==> src/rtl/core/ara_pkg.sv <==
// shared types and constants for the atlas rectangle allocator
package ara_pkg;

    localparam int ID_W = 16;
    localparam int CS_W = 9;
    localparam int SIDE_W = 10;
    localparam int MINP_W = 10;
    localparam int PAGE_OUT_W = 4;
    localparam int POS_OUT_W = 9;
    localparam int SLOT_OUT_W = 8;
    localparam logic [MINP_W-1:0] MIN_PIECE_RESET = 10'd16;

    // controller to datapath commands
    typedef struct packed {
        logic load;        // capture request and compute lookup address
        logic hit_check;   // used entry read data valid, decide hit
        logic flush;       // clear counts
        logic scan_rd;     // issue free read at scan index
        logic scan_eval;   // evaluate free entry read data
        logic shift_rd;    // read entry idx for compaction
        logic shift_wr;    // write entry idx-1 from read data
        logic new_page;    // take a fresh page
        logic place;       // write used entry
        logic piece0;      // append first piece
        logic piece1;      // append second piece
        logic done;        // drive result strobe
    } ara_cmd_t;

    // datapath to controller status
    typedef struct packed {
        logic is_hit;
        logic used_full;
        logic scan_end;    // scan index reached free count
        logic fit;         // current entry fits
        logic shift_end;   // compaction reached last entry
        logic pages_full;
    } ara_sts_t;

endpackage

==> src/rtl/core/ara_ctrl.sv <==
// controller state machine for the atlas rectangle allocator
module ara_ctrl
    import ara_pkg::*;
(
    input  logic     clk,
    input  logic     rst_n,
    input  logic     start,
    output logic     busy,
    output logic     done,
    output ara_cmd_t cmd,
    input  ara_sts_t sts
);
    typedef enum logic [3:0] {
        S_IDLE, S_LOOK, S_CHECK, S_SCAN_RD, S_SCAN_EV, S_SH_RD, S_SH_WR,
        S_NEWPG, S_PLACE, S_PC0, S_PC1, S_DONE, S_HITDONE
    } state_t;

    state_t state_reg;
    logic   hit_d_reg;

    always_comb
    begin
        cmd = '0;
        unique case (state_reg)
            S_IDLE:    cmd.load = start;
            S_LOOK:    cmd.hit_check = 1'b1;
            S_CHECK:   cmd.flush = !sts.is_hit && sts.used_full;
            S_SCAN_RD: cmd.scan_rd = !sts.scan_end;
            S_SCAN_EV: cmd.scan_eval = 1'b1;
            S_SH_RD:   cmd.shift_rd = 1'b1;
            S_SH_WR:   cmd.shift_wr = 1'b1;
            S_NEWPG:   cmd.new_page = 1'b1;
            S_PLACE:   cmd.place = 1'b1;
            S_PC0:     cmd.piece0 = 1'b1;
            S_PC1:     cmd.piece1 = 1'b1;
            S_DONE:    cmd.done = 1'b1;
            S_HITDONE: cmd.done = 1'b1;
            default:   cmd = '0;
        endcase
    end

    assign busy = state_reg != S_IDLE;
    assign done = hit_d_reg;

    always_ff @(posedge clk or negedge rst_n)
    begin
        if (!rst_n)
        begin
            state_reg <= S_IDLE;
            hit_d_reg <= 1'b0;
        end
        else
        begin
            hit_d_reg <= cmd.done;
            unique case (state_reg)
                S_IDLE:    if (start) state_reg <= S_LOOK;
                S_LOOK:    state_reg <= S_CHECK;
                S_CHECK:   state_reg <= sts.is_hit ? S_HITDONE : S_SCAN_RD;
                S_SCAN_RD: state_reg <= sts.scan_end ? S_NEWPG : S_SCAN_EV;
                S_SCAN_EV:
                begin
                    if (!sts.fit)
                        state_reg <= S_SCAN_RD;
                    else if (sts.shift_end)
                        state_reg <= S_PLACE;
                    else
                        state_reg <= S_SH_RD;
                end
                S_SH_RD:   state_reg <= S_SH_WR;
                S_SH_WR:   state_reg <= sts.shift_end ? S_PLACE : S_SH_RD;
                S_NEWPG:   state_reg <= S_PLACE;
                S_PLACE:   state_reg <= S_PC0;
                S_PC0:     state_reg <= S_PC1;
                S_PC1:     state_reg <= S_DONE;
                S_DONE:    state_reg <= S_IDLE;
                S_HITDONE: state_reg <= S_IDLE;
                default:   state_reg <= S_IDLE;
            endcase
        end
    end

endmodule

==> config.mk <==
export PLATFORM = sky130hd
export DESIGN_NAME = ara_ctrl
export DESIGN_NICKNAME = d
export VERILOG_FILES = /design/src/rtl/core/ara_pkg.sv /design/src/rtl/core/ara_ctrl.sv
export SDC_FILE = /design/constraint.sdc
export NUM_CORES = 1
export LEC_CHECK = 0
export ABC_CLOCK_PERIOD_IN_PS = 1300
export BUFFER_PORTS_ARGS = -buffer_cell sky130_fd_sc_hd__buf_4
export CAP_MARGIN = 0
export CORE_AREA = 2 2 39 41
export CTS_CLUSTER_DIAMETER = 150
export CTS_CLUSTER_SIZE = 14
export DETAILED_ROUTE_END_ITERATION = 8
export DIE_AREA = 0 0 41 43
export GPL_ROUTABILITY_DRIVEN = 0
export PLACE_DENSITY = 0.72
export SETUP_SLACK_MARGIN = 0.3
export SLEW_MARGIN = 0
export SYNTH_ARGS = -nofsm -noshare
export SYNTH_HDL_FRONTEND = slang
export SYNTH_SLANG_ARGS = --single-unit
==> constraint.sdc <==
create_clock -name clk -period 1.3 [get_ports clk]
set_input_delay 0.13 -clock clk [delete_from_list [all_inputs] [get_ports clk]]
set_output_delay 0.13 -clock clk [all_outputs]
set_load 0.02 [all_outputs]
After elaboration in Yosys (flattened, before gate mapping). Index checks and enable logic that the tools add are counted.

Add/subtract/negate cells: 0. $mul: 0. Div/mod/pow operators: 0. Order comparisons: 0. Equality and inequality tests: 13. Shift-type cells: 0. Muxes and demuxes: 18. Bitwise operators: 0. Reductions and logical operators: 6.

Operator list (count): $pmux W4 S11 (1); $eq A4 B4 Y1 const B (5); $eq A4 B3 Y1 const B (4); $mux W4 (4); $mux W1 (12); $eq A4 B2 Y1 const B (2); $eq A4 B1 Y1 const B (1); $logic_not A4 Y1 (1); $reduce_bool A4 Y1 (1); $logic_not A1 Y1 (2); $mux W2 (1); $ne A2 B2 Y1 const B (1); $reduce_or A2 Y1 (1); $logic_and A1 B1 Y1 (1).

Register bits: 5. Latch bits: 0. Bits in writable memories: 0. ROM bits: 0. Input bits: 9. Word-level logic and storage cells: 39. Memories: 0.

Longest topological paths before layout.
Depth after elaboration: 3. Gate-level depth with buffers: 5. Mapped depth without buffers: 4.

Least setup slack after synthesis. Ideal clock, no wire load.

Kind: register to output. Start point: reg state_reg[0]. End point: out cmd[9] (netlist bit). Data arrival time: 1.343 ns. Path slack: -0.173 ns. Cell stages (with the launch flop): 3. Path through: dfrtp_1 nand2b_1 nor4bb_1.

RTL lines: start: declaration (line ara_ctrl.sv:18) `state_t state_reg;`; start signal: assignment (line ara_ctrl.sv:58) `S_CHECK: state_reg <= sts.is_hit ? S_HITDONE : S_SCAN_RD;`; start signal: assignment (line ara_ctrl.sv:59) `S_SCAN_RD: state_reg <= sts.scan_end ? S_NEWPG : S_SCAN_EV;`; start signal: assignment (line ara_ctrl.sv:70) `S_SH_WR: state_reg <= sts.shift_end ? S_PLACE : S_SH_RD;`; end: declaration (line ara_ctrl.sv:10) `output ara_cmd_t cmd,`.

==> impl_results.md <==
- Final Core Density: 78.6%
- Synthesis-stage register bit count: 5
- Syn. warnings: 0
- Clock Pin Slew Worst Setup and Hold Paths: 0.05 ns
- Critical path arrival: between 1 and 1.5 ns
- Avg Synthesized Cell Area: roughly 7.4 um^2
- Most repeated cell in the gate-level netlist after synthesis: sky130_fd_sc_hd__nor2_1
- Final routed wire length divided by cell count: around 17 um
- Number of non-filler instances in the completed layout: approximately 130
- Number of clock sinks: 5
- Worst-skew pair later-pin latency: about 0.26 ns
- Maximum fanout along the worst path: 5
- Cells along the critical path: inv_4 -> or3_4 -> a21boi_4 -> buf_6
- Max reg flops: 4
- Number of placed instances, taps included: 106
- Cell type contributing the most total cell area after synthesis: sky130_fd_sc_hd__dfrtp_1
- Effective utilization at floorplan: a little under a third
- Post-synthesis xor/xnor area fraction: 0%
- Via count of the first global-routing pass: between 700 and 800
- Maximum clock skew at final layout: approximately 0.0025 ns
- Die height: roughly 43 um
- Number of enable-type register cells in the synthesized netlist: 0
- Type of destination of the critical path: primary output
- Final-layout fill cell count: 92
- Post-synthesis cell type count: 26
- Detailed-route via count: between 600 and 700
- IR Drop Worst-Case VDD: around 1.5 mV
- Number of cell rows: 14
- Multiplexer share of the synthesized area: under 10%
- Power per cell area: 2670 nW/um^2
- Total detailed-routing wirelength: between 2000 and 2500 um
- Leakage power: ~0.00051 uW
- Pin count of the biggest net entering global routing: 7
- Initial drt markers: 13
- Area share of and/or/nand/nor cells after synthesis: a little over a third
- Max H-tree Level: 1
- CTS tree: yes
- Worst slew margin: just under 80%
- Area Growth Syn to Fin: 150%
- Predominant post-synthesis flop cell: sky130_fd_sc_hd__dfrtp_1
- Fraction of layout cells with a size suffix above 1: roughly 77%
- Hold violation total from the final report: 0
- Fin Setup TNS: -2.00 ns
- IO Port Bufs: 21
- Initial antenna violation count: 0
- Min cycle time layout: approximately 1.5 ns
- Highest attainable clock frequency: 652 MHz
- Total I/O pin count: 23
- Synth area leaders: sky130_fd_sc_hd__dfrtp_1 (29%), sky130_fd_sc_hd__nor2_1 (11%), sky130_fd_sc_hd__buf_6 (5.2%), sky130_fd_sc_hd__a21oi_1 (4.6%), sky130_fd_sc_hd__nand2_1 (4.3%)
- Part of the Yosys area used for sequential elements: 28.8%
- Failing checks: setup timing
- Type of origin of the critical path: flop
- Die boundary width: 41 um
- Worst path required time: ~1.2 ns
- Final Slew Violations: 0
- Footprint of the flip-flops and latches: about 130 um^2
- Synth Instances: a little under 60
- Longest Clk Path Bufs: 2
- Leading post-synthesis cells by instance count: sky130_fd_sc_hd__nor2_1 (13), sky130_fd_sc_hd__dfrtp_1 (5), sky130_fd_sc_hd__nand2_1 (5), sky130_fd_sc_hd__a21oi_1 (4)
- Number of nets in the final layout: roughly 120
- Final period utilization: 118%
- Remaining routing DRC violations: 0
- Overall overflow remaining after global route: 0
- Root buffer selected by CTS: sky130_fd_sc_hd__clkbuf_4
- Total area of multi-input combinational cells: 423 um^2
- Global router's overall resource usage: between 20% and 30%
- First-pass GRT wire length: 3250 um
- Largest stage delay on the critical path: 0.43 ns
- Setup repair after global routing missed its margin: yes
- Worst Slack Setup Final: -0.234 ns
- TritonCTS buffer count: 3
- Number of iterations in the first detailed-routing pass: 4
- Synthesized net count: 68
- Number of maximum-capacitance violations: 0
- CP max-delay cell: sky130_fd_sc_hd__dfrtp_2
- Via-to-Cell Ratio: about 5.4
- Worst min-delay path category: in -> reg
- Combinational family with the most area after synthesis: simple AND/OR/NAND/NOR gates
- Post-detailed-route count of antenna-violating nets: 0
- Count of endpoints failing setup in the final report: 16
- HPWL after DPL: 1130 um
- Arithmetic-cell share of the synthesized area counting full adders, half adders and majority gates: 0%
- Share of flip-flops with an asynchronous set or reset: 100%
- Die area: approximately 1800 um^2
- Count of inserted antenna diode cells: 0
- Top-area cell type share of the netlist area: a little under 30%
- Outcome: finished, violations left
- Type of the worst setup path: reg -> out
- Fraction of the mapped netlist area in compound gates: 20.7%
- Slew at the pin closest to its max-slew limit: 0.333 ns
- Netlist Area Pre-Place: 434 um^2
- Core Box Area: 1380 um^2
## power breakdown
group,total [uW],internal [uW],switching (uW)
combinational,2350,1230,1120
sequential,357,239,118
clock,198,113,85.8
total,2900,1580,1320
## worst paths after layout
check	startpoint	to	slack (ns)	cells past startpoint
worst max-delay path	state_reg[2]	cmd[0]	-0.23	4
worst min-delay path	sts[2]	state_reg[2]	0.16	3
worst max register to register	state_reg[0]	state_reg[1]	-0.10	6
worst min register to register	state_reg[3]	state_reg[2]	0.66	2
max in group asynchronous	rst_n	state_reg[0]	0.98	2
min in group asynchronous	rst_n	state_reg[1]	0.20	2
## cells by family after synthesis
group           count (synthesis)
mux                             1
simple gates                   33
buf+inv                         8
compound gates                 12
flops                           5
## cell type report
| class | instances | share of cell area (%) |
|---|---|---|
| sequential | 5 | 12.0 |
| clock inverter | 1 | 0.460 |
| multi-input combinational | 46 | 38.9 |
| tap | 16 | 1.84 |
| inverter | 4 | 1.61 |
| timing repair buffer | 50 | 43.2 |
| clock buffer | 3 | 2.07 |
## placed cells by master (no fill, tap or decap), drive strengths merged
cell / count
nor3: 3
o311ai: 1
nor4bb: 1
nand2: 5
nand3: 3
a21oi: 4
and3: 1
a221oi: 1
dlygate4sd3: 1
clkinv: 1
nor2: 14
inv: 4
nor4: 1
a21boi: 1
nand3b: 1
o221ai: 1
a2bb2oi: 1
dfrtp: 5
or3: 1
o31ai: 1
o2bb2ai: 1
nand2b: 3
clkbuf: 3
buf: 49
o21ai: 1
mux2i: 1
## repair_timing
action	4_1_cts	5_1_grt
hold endpoints to repair	5	0
cloned	0	0
resized for setup	37	11
pin swaps	7	1
buffers inserted	13	1
hold buffers	1	0
endpoints found under the setup margin	18	18
## routing by layer
| layer | share of wire (%) | up-vias | GRT usage (%) |
|---|---|---|---|
| li1 | - | 306 | - |
| met4 | 4.3 | 0 | 14.7 |
| met3 | 6.1 | 11 | 8.38 |
| met2 | 55 | 36 | 46.9 |
| met1 | 34 | 328 | 29.8 |
| met5 | 0 | - | 0 |
## worst max-delay path: cells and delay by family (launching register included)
kind                   cells  cell delay, ns
and+or+nand+nor            1            0.39
buffers and inverters      2            0.17
AOI/OAI and AO/OA          1            0.15
DFF                        1            0.43
## per-stage QoR
stage          cell area, um^2  total power (uW)  hold WS, ns  worst slack, ns
4_1_cts                   1030              2660        0.127           -0.224
3_3_place_gp               753              1740      -0.0696           0.0107
3_5_place_dp               753              1780      -0.0674         -0.00334
6_report                  1090              2900        0.161           -0.234
2_1_floorplan              509              1230       -0.166           0.0851
5_1_grt                   1090              3040        0.189           -0.282
No activity file was read; power rests on OpenSTA's default activity.
